[src/hw/rtl/glvg_pkg.sv]
package glvg_pkg;

   localparam int MAX_SEGMENTS = 32;

   localparam int DIV_NW = 34;
   localparam int DIV_DW = 17;
   localparam int SQ_W   = 54;
   localparam int RT_W   = 27;

   typedef enum logic [2:0] {
      REG_CELL_SPACING,
      REG_HALF_EXTENT,
      REG_SEGMENT_COUNT,
      REG_MAJOR_INTERVAL,
      REG_MINOR_MAJOR_FADES,
      REG_AXIS_FADE_AND_BG,
      REG_AXIS_COLORS,
      REG_TIER_COLORS
   } reg_index_type;

   typedef struct packed {
      logic [15:0] cell_spacing;
      logic [9:0]  half_extent;
      logic [5:0]  segment_count;
      logic [9:0]  major_interval;
      logic [63:0] minor_major_fades;
      logic [55:0] axis_fade_and_bg;
      logic [47:0] axis_colors;
      logic [47:0] tier_colors;
   } cfg_type;

   typedef enum logic [4:0] {
      OP_NONE,
      OP_LOAD,
      OP_DIV_MAJOR,
      OP_CLASSIFY,
      OP_DIV_SNAP_X,
      OP_MUL_SNAP_X,
      OP_DIV_SNAP_Z,
      OP_MUL_SNAP_Z,
      OP_DIV_ALONG,
      OP_INIT_ALONG,
      OP_SQUARE_X,
      OP_SQUARE_SUM,
      OP_SQRT,
      OP_SMOOTH,
      OP_T_LOAD,
      OP_F_SQUARE,
      OP_F_CUBIC,
      OP_BLEND,
      OP_NEXT
   } op_type;

   typedef struct packed {
      op_type op;
   } cmd_type;

   typedef struct packed {
      logic div_done;
      logic sqrt_done;
      logic out_of_range;
      logic reject;
      logic need_div;
      logic last;
   } status_type;

endpackage

[src/hw/rtl/glvg_ctrl.sv]
module glvg_ctrl import glvg_pkg::*; (
   input  logic       clock,
   input  logic       reset,
   input  logic       start,
   input  status_type status,
   output logic       busy,
   output logic       rsp_valid,
   output cmd_type    cmd
);

   typedef enum logic [4:0] {
      ST_IDLE,
      ST_RANGE,
      ST_MAJ_WAIT,
      ST_REJECT,
      ST_SNX_WAIT,
      ST_SNZ_START,
      ST_SNZ_WAIT,
      ST_ALG_START,
      ST_ALG_WAIT,
      ST_SQ_X,
      ST_SQ_SUM,
      ST_SQRT_START,
      ST_SQRT_WAIT,
      ST_SMOOTH,
      ST_T_WAIT,
      ST_F_SQUARE,
      ST_F_CUBIC,
      ST_BLEND,
      ST_EMIT
   } state_type;

   state_type state_ff, state_in;

   always_comb begin
      state_in = state_ff;
      cmd.op   = OP_NONE;
      case (state_ff)
         ST_IDLE: begin
            if (start) begin
               cmd.op   = OP_LOAD;
               state_in = ST_RANGE;
            end
         end
         ST_RANGE: begin
            if (status.out_of_range) begin
               state_in = ST_IDLE;
            end else begin
               cmd.op   = OP_DIV_MAJOR;
               state_in = ST_MAJ_WAIT;
            end
         end
         ST_MAJ_WAIT: begin
            if (status.div_done) begin
               cmd.op   = OP_CLASSIFY;
               state_in = ST_REJECT;
            end
         end
         ST_REJECT: begin
            if (status.reject) begin
               state_in = ST_IDLE;
            end else begin
               cmd.op   = OP_DIV_SNAP_X;
               state_in = ST_SNX_WAIT;
            end
         end
         ST_SNX_WAIT: begin
            if (status.div_done) begin
               cmd.op   = OP_MUL_SNAP_X;
               state_in = ST_SNZ_START;
            end
         end
         ST_SNZ_START: begin
            cmd.op   = OP_DIV_SNAP_Z;
            state_in = ST_SNZ_WAIT;
         end
         ST_SNZ_WAIT: begin
            if (status.div_done) begin
               cmd.op   = OP_MUL_SNAP_Z;
               state_in = ST_ALG_START;
            end
         end
         ST_ALG_START: begin
            cmd.op   = OP_DIV_ALONG;
            state_in = ST_ALG_WAIT;
         end
         ST_ALG_WAIT: begin
            if (status.div_done) begin
               cmd.op   = OP_INIT_ALONG;
               state_in = ST_SQ_X;
            end
         end
         ST_SQ_X: begin
            cmd.op   = OP_SQUARE_X;
            state_in = ST_SQ_SUM;
         end
         ST_SQ_SUM: begin
            cmd.op   = OP_SQUARE_SUM;
            state_in = ST_SQRT_START;
         end
         ST_SQRT_START: begin
            cmd.op   = OP_SQRT;
            state_in = ST_SQRT_WAIT;
         end
         ST_SQRT_WAIT: begin
            if (status.sqrt_done) begin
               state_in = ST_SMOOTH;
            end
         end
         ST_SMOOTH: begin
            cmd.op   = OP_SMOOTH;
            state_in = status.need_div ? ST_T_WAIT : ST_F_SQUARE;
         end
         ST_T_WAIT: begin
            if (status.div_done) begin
               cmd.op   = OP_T_LOAD;
               state_in = ST_F_SQUARE;
            end
         end
         ST_F_SQUARE: begin
            cmd.op   = OP_F_SQUARE;
            state_in = ST_F_CUBIC;
         end
         ST_F_CUBIC: begin
            cmd.op   = OP_F_CUBIC;
            state_in = ST_BLEND;
         end
         ST_BLEND: begin
            cmd.op   = OP_BLEND;
            state_in = ST_EMIT;
         end
         ST_EMIT: begin
            cmd.op   = OP_NEXT;
            state_in = status.last ? ST_IDLE : ST_SQ_X;
         end
         default: begin
            state_in = ST_IDLE;
         end
      endcase
   end

   always_ff @(posedge clock) begin
      if (reset) begin
         state_ff <= ST_IDLE;
      end else begin
         state_ff <= state_in;
      end
   end

   assign busy      = (state_ff != ST_IDLE);
   assign rsp_valid = (state_ff == ST_EMIT);

endmodule

[config.mk]
export PLATFORM = sky130hd
export DESIGN_NAME = glvg_ctrl
export DESIGN_NICKNAME = d
export VERILOG_FILES = /design/src/hw/rtl/glvg_pkg.sv /design/src/hw/rtl/glvg_ctrl.sv
export SDC_FILE = /design/constraint.sdc
export NUM_CORES = 1
export LEC_CHECK = 0
export BUFFER_PORTS_ARGS = -buffer_cell sky130_fd_sc_hd__buf_2
export CORE_AREA = 4 4 41 43
export DETAILED_ROUTE_END_ITERATION = 10
export DIE_AREA = 0 0 45 47
export PLACE_DENSITY = 0.73
export SLEW_MARGIN = 10
export SYNTH_ARGS = -nofsm -noshare
export SYNTH_HDL_FRONTEND = slang
export SYNTH_SLANG_ARGS = --single-unit
[constraint.sdc]
create_clock -name clock -period 2.7 [get_ports clock]
set_input_delay 0.81 -clock clock [delete_from_list [all_inputs] [get_ports clock]]
set_output_delay 0.81 -clock clock [all_outputs]
set_load 0.005 [all_outputs]
==> results of run 1 <==
[layout make-up]
class / count / area (um2) / area share
timing repair buffer: 18 / 97.6 / 0.149
clock buffer: 4 / 26.3 / 0.0402
sequential: 5 / 100 / 0.153
inverter: 2 / 7.51 / 0.0115
multi-input combinational: 66 / 403 / 0.617
tap: 15 / 18.8 / 0.0287
[worst max-delay path, delay by kind of cell (launching register included)]
family / cells / cell delay (ns)
flip-flops: 1 / 0.66
buffers and inverters: 1 / 0.13
AND/OR/NAND/NOR: 1 / 0.22
AO/OA/AOI/OAI: 3 / 0.39
[power groups by stage]
stage                     logic [mW]  clock network [mW]  registers, mW
final                         0.0607              0.0880         0.0897
after global routing          0.0685               0.103         0.0911
after CTS                     0.0611              0.0916         0.0892
after detailed placement      0.0606                   0         0.0905
after global placement        0.0598                   0         0.0906
after floorplan               0.0556                   0         0.0798
[Yosys cell counts]
cell type	number
a211o_1	1
a211oi_1	2
a21bo_1	1
a21o_1	2
a21oi_1	10
a221oi_2	1
a2bb2oi_1	1
a31oi_1	1
a32oi_1	1
buf_2	3
buf_4	2
buf_6	2
clkbuf_1	1
dfxtp_1	5
inv_1	1
inv_2	1
mux2i_1	1
nand2_1	8
nand2b_1	4
nand3_1	1
nor2_1	7
nor2_2	1
nor2b_1	4
nor3_1	5
o2111ai_1	1
o211ai_1	1
o21a_1	1
o21ai_0	3
o21ai_1	1
o21bai_1	2
o22a_1	1
o22ai_1	1
o311ai_0	1
or3b_4	1
or4b_1	1
xor2_1	1
[layer usage]
metal | routed length, um | vias to the layer above | global-route usage
met5 | 0 | - | 0
met4 | 14 | 0 | 0.0702
met3 | 81 | 2 | 0.0460
met2 | 638 | 23 | 0.232
met1 | 722 | 275 | 0.232
li1 | - | 325 | -
[through the flow]
step	area (um2)	cells	power [mW]	hold slack (ns)
finish	653	110	0.238	0.637
CTS	653	110	0.242	0.634
floorplan	567	81	0.135	0.629
detailed placement	627	106	0.151	0.630
global placement	627	106	0.150	0.619
global route	653	110	0.263	0.683
[worst paths after layout]
| check | start | end | slack, ns | depth (start not counted) |
|---|---|---|---|---|
| setup / recovery | state_ff[0] | cmd[1] | 0.23 | 5 |
| hold / removal | state_ff[4] | state_ff[2] | 0.64 | 2 |
| setup reg to reg | state_ff[3] | state_ff[0] | 1.18 | 4 |
| hold reg to reg | state_ff[4] | state_ff[2] | 0.64 | 2 |
[cell families after synthesis]
family | after synthesis | synth area share
flops | 5 | 0.177
mux | 1 | 0.0177
simple gates | 32 | 0.289
compound gates | 32 | 0.389
buf+inv | 10 | 0.113
xor+xnor | 1 | 0.0155
[cell usage in the layout (no fill, tap or decap), types with 2 or more instances in the layout]
| cell type | instances |
|---|---|
| buf_4 | 3 |
| a211oi_1 | 2 |
| nand2_1 | 8 |
| nor3_1 | 5 |
| o21ai_0 | 3 |
| nor2b_1 | 4 |
| a21oi_1 | 10 |
| dfxtp_1 | 5 |
| nand2b_1 | 4 |
| nor2_1 | 7 |
| clkbuf_4 | 3 |
| o21bai_1 | 2 |
| a21o_1 | 2 |
| buf_2 | 15 |
==> out/results.tsv, run 1 <==
metric	value	unit
remaining global-route overflow	0	
count of pins over their slew limit	0	
Crit Path Max Fanout	17	
clk_lat worst skew	0.24	ns
vias in the first global route	536	
CTS tree	yes	
Tightest Pin Transition	0.552	ns
1st-iter DRT viols	19	
cts repair resizes	0	
Final Setup Violations	0	
num ports	16	
Die ar.	2120	um2
core box area	1300	um2
clock buffer depth	2	
Gate Count Post-Synth	81	
P_leak	0.284	nW
# diodes	0	
total track usage	0.164	
first-pass GRT wire length	2.52	mm
final core utilization	0.502	
Syn-to-layout area delta	15.2	%
RSZ-0062 raised after global routing	no	
Synth top area share	0.177	
H-tree depth reported by CTS	1	
final wirelength	1.46	mm
post-route setup slack	0.233	ns
min Tclk post-route	2.47	ns
Vias/cell	5.68	
Max-cap violations	0	
Sw Pwr	72.9	uW
Data arrival, critical path	1.66	ns
Worst VDD drop	0.239	mV
synth warn	0	
Nets	105	
Final Skew	0.000588	ns
Port Buffers	15	
Final HPWL DP	1.05	mm
CP max-delay cell	dfxtp_1	
mean post-synth cell area	7.00	um2
Clk pwr share	0.369	
number of flip-flops in the largest register	5	
post-synthesis register bit count	5	
biggest regs	state_ff x5	
clk sinks	5	
Max-slew headroom	0.632	
post-route ant nets	0	
final cycle utilization of the critical path	0.914	
# DRC	0	
CTS Buf Count	3	
f_max	0.405	GHz
Synth area leaders	dfxtp_1, a21oi_1, nand2_1	
via count	625	
status	finished, final reports clean	
global placer's final weighted congestion	0.844	
# hold bufs at CTS	0	
# fillers	140	
chip width	45	um
layout cells sized above 1	0.263	
TNS Setup	0	ns
Crit path required time	1.89	ns
PD cells	365	nW/um2
area leader, netlist	dfxtp_1	
Synthesized Nets	90	
initial antenna violation count	0	
Net Sw Frac	0.305	
pre-CTS setup slack	0.258	ns
register area share after synthesis	0.177	
combinational share of power	0.255	
CP max stage delay	0.66	ns
Startpoint Class	register	
Post-CTS Setup Bufs	0	
CTS root buffer	clkbuf_4	
wire per inst	13.2	um
Crit. End Element	primary output	
Seq pwr share	0.376	
synthesized area	567	um2
DRT Pass-1 Iters	4	
worst hold path type	reg2reg	
initial core utilization	0.436	
Die Span Y	47	um
Synth cell types	36	
Internal Power	166	uW
largest reg by FF count	state_ff	
Final Hold Vio Count	0	
largest net degree at the start of global routing	18	
row cnt	13	
critical-path cell list	nand2b_1 -> a2bb2oi_1 -> o22a_1 -> o22ai_1 -> buf_2	
clk slew on worst S/H paths	0.04	ns
CP Class	reg2out	
Power figures use the tool's default switching activity.
==> run 2: changes to the inputs <==
--- a/config.mk
+++ b/config.mk
@@ -5,12 +5,15 @@
 export SDC_FILE = /design/constraint.sdc
 export NUM_CORES = 1
 export LEC_CHECK = 0
+export ABC_AREA = 1
 export BUFFER_PORTS_ARGS = -buffer_cell sky130_fd_sc_hd__buf_2
-export CORE_AREA = 4 4 41 43
+export CORE_MARGIN = 4
+export CORE_UTILIZATION = 45
 export DETAILED_ROUTE_END_ITERATION = 10
-export DIE_AREA = 0 0 45 47
-export PLACE_DENSITY = 0.73
+export PLACE_DENSITY = 0.75
+export SETUP_SLACK_MARGIN = 0.5
 export SLEW_MARGIN = 10
 export SYNTH_ARGS = -nofsm -noshare
 export SYNTH_HDL_FRONTEND = slang
 export SYNTH_SLANG_ARGS = --single-unit
+export TNS_END_PERCENT = 5
==> run 2 against run 1 <==
  * Sequential cell count unchanged
  * Hold slack worse by 0.027 ns
  * Setup slack better by 0.22 ns
  * Design area up 65%
  * Maximum frequency up 9.7%
  * Sequential power down 1%
  * Count of clock-buffer cells in the layout unchanged
  * Die area down 2.9%
  * Clock power down 7.2%
  * Global-route usage up 6.1 points
  * Synthesized cell count up 49%
  * Critical endpoint unchanged
==> out/results.tsv, run 2 <==
metric	value	unit
initial antenna violation count	0	
RSZ-0062 raised after global routing	yes	
layout cells sized above 1	0.516	
combinational share of power	0.431	
worst hold path type	reg2reg	
P_leak	0.585	nW
area leader, netlist	nand2_1	
cell mode on critical path	nand2_2	
final cycle utilization of the critical path	0.833	
Net Sw Frac	0.378	
Post-synth top cells	nand2_1, nor2_1, inv_1, nand3_1, nand4_1	
# DRC	0	
clk sinks	5	
chip width	45.3	um
Die Span Y	45.3	um
largest net degree at the start of global routing	11	
Synth cell types	14	
Syn-to-layout area delta	71.9	%
Global Route met2 Usage	0.367	
post-synthesis compound-gate area fraction	0.0559	
Port Buffers	15	
num ports	16	
mean post-synth cell area	5.18	um2
Layout Cells excl Fill	174	
Post-synth EDFFs	0	
gr busiest metal	met2	
Max-cap violations	0	
Worst VDD drop	0.258	mV
Vias/cell	5.78	
Final Skew	0.000468	ns
clk slew on worst S/H paths	0.04	ns
Seq pwr share	0.297	
CP Class	reg2out	
M1 GR Usage	0.313	
min Tclk post-route	2.25	ns
initial core utilization	0.482	
Nets	169	
post-route ant nets	0	
Internal Power	186	uW
Crit Path Max Fanout	6	
count of pins over their slew limit	0	
Total Power	300	uW
Setup crit start	state_ff[3]	
synthesized area	627	um2
combinational family with the most area after synthesis	simple AND/OR/NAND/NOR gates	
Clk pwr share	0.273	
xor/xnor share of the synthesized area	0	
Tightest Pin Transition	0.285	ns
clk_lat worst skew	0.23	ns
Crit path required time	1.89	ns
biggest regs	state_ff x5	
CP max stage delay	0.37	ns
Synthesized Nets	130	
Final Setup Violations	0	
Gate Count Post-Synth	121	
vias in the first global route	836	
most frequent cells in the layout	nand2_1, buf_4, nor2_1	
pre-CTS setup slack	0.303	ns
Sw Pwr	113	uW
synth warn	0	
CTS Buf Count	3	
largest reg by FF count	state_ff	
f_max	0.445	GHz
remaining global-route overflow	0	
Final HPWL DP	1.43	mm
placed insts	151	
Synth top area share	0.186	
most common cell in the netlist	nand2_1	
Top FF cell, synth	dfxtp_1	
first-pass GRT wire length	3.51	mm
via count	1006	
Synth area leaders	nand2_1, dfxtp_1, nor2_1	
CP top delay family	simple AND/OR/NAND/NOR gates	
global placer's final weighted congestion	0.952	
Final Hold Vio Count	0	
Die ar.	2050	um2
grt met3 use	0.00398	
Crit. End Element	primary output	
critical-path cell list	nand2_2 -> inv_2 -> nand2_2 -> inv_1 -> nor3_2 -> nand3_1 -> buf_2	
PD cells	278	nW/um2
commonest non-fill, non-tap cell in the layout	nand2_1	
post-synthesis register bit count	5	
# diodes	0	
final wirelength	2.70	mm
1st-iter DRT viols	51	
total track usage	0.225	
r2r startpoint	state_ff[1]	
CTS root buffer	clkbuf_4	
ys async rst share	0	
Max-slew headroom	0.808	
H-tree depth reported by CTS	1	
Hold Path Origin	state_ff[1]	
post-route setup slack	0.451	ns
status	finished, final reports clean	
Crit path buffers/inverters	3	
CTS tree	yes	
Post-Synth Simple-Gate Area	0.659	
register area share after synthesis	0.160	
row cnt	13	
final core utilization	0.828	
CP max-delay cell	dfxtp_4	
Synth Area in Adders	0	
Data arrival, critical path	1.44	ns
DRT Pass-1 Iters	4	
core box area	1300	um2
number of flip-flops in the largest register	5	
wire per inst	15.5	um
TNS Setup	0	ns
clock buffer depth	2	
post-synthesis mux area share	0	
Startpoint Class	register	
# hold bufs at CTS	0	
[run 2: cell types whose count changed in the layout (fill, tap and decap cells not counted), moves of 9 or more]
cell and change:
buf_4 +16, nand3_1 +10, nand2_1 +12, nor2_4 +9, inv_1 +12, nand2_2 +9
[run 2: stage by stage]
step / instance area [um2] / hold WS, ns
after floorplan: 627 / 0.622
after global placement: 721 / 0.670
after detailed placement: 721 / 0.677
after CTS: 926 / 0.610
after global routing: 1080 / 0.646
final: 1080 / 0.610
[run 2: path summary, 6_finish.rpt]
check	to	slack, ns	depth (start not counted)
setup / recovery	cmd[1]	0.45	7
setup reg to reg	state_ff[1]	1.21	11
hold reg to reg	state_ff[4]	0.61	3
hold / removal	state_ff[4]	0.61	3
[run 2: power by group through the flow]
stage	logic (mW)	registers, mW	clock network (mW)
floorplan	0.0527	0.0855	0
global route	0.137	0.0894	0.0920
global placement	0.0789	0.0863	0
detailed placement	0.0798	0.0866	0
finish	0.129	0.0888	0.0817
CTS	0.107	0.0877	0.0858
[run 2: final cells by class]
| type | count | area (um2) |
|---|---|---|
| sequential | 5 | 119 |
| fill | 98 | 224 |
| inverter | 21 | 88.8 |
| timing repair buffer | 34 | 234 |
| multi-input combinational | 95 | 591 |
| tap | 15 | 18.8 |
| clock buffer | 4 | 26.3 |
[run 2: cell families after synthesis]
logic type / after synthesis
AOI/OAI and AO/OA: 7
buffers and inverters: 21
DFF: 5
and+or+nand+nor: 88
[run 2: layer usage]
layer,share of wire,routed length (um)
met5,0,0
met4,0.033,88
met3,0.10,271
met2,0.50,1340
met1,0.37,1000
[run 2: repair_timing]
item                       4_1_cts  5_1_grt
resized for setup               39       20
pin swaps                       10       15
buffers inserted                 8       11
gates cloned                     0        0
setup endpoints to repair        4        4
[run 2: tightest hold or removal path: cells and delay by family, from the launching register on]
kind	cells	cell delay, ns
simple gates	1	0.06
compound gates	1	0.05
buf+inv	1	0.06
flops	1	0.39
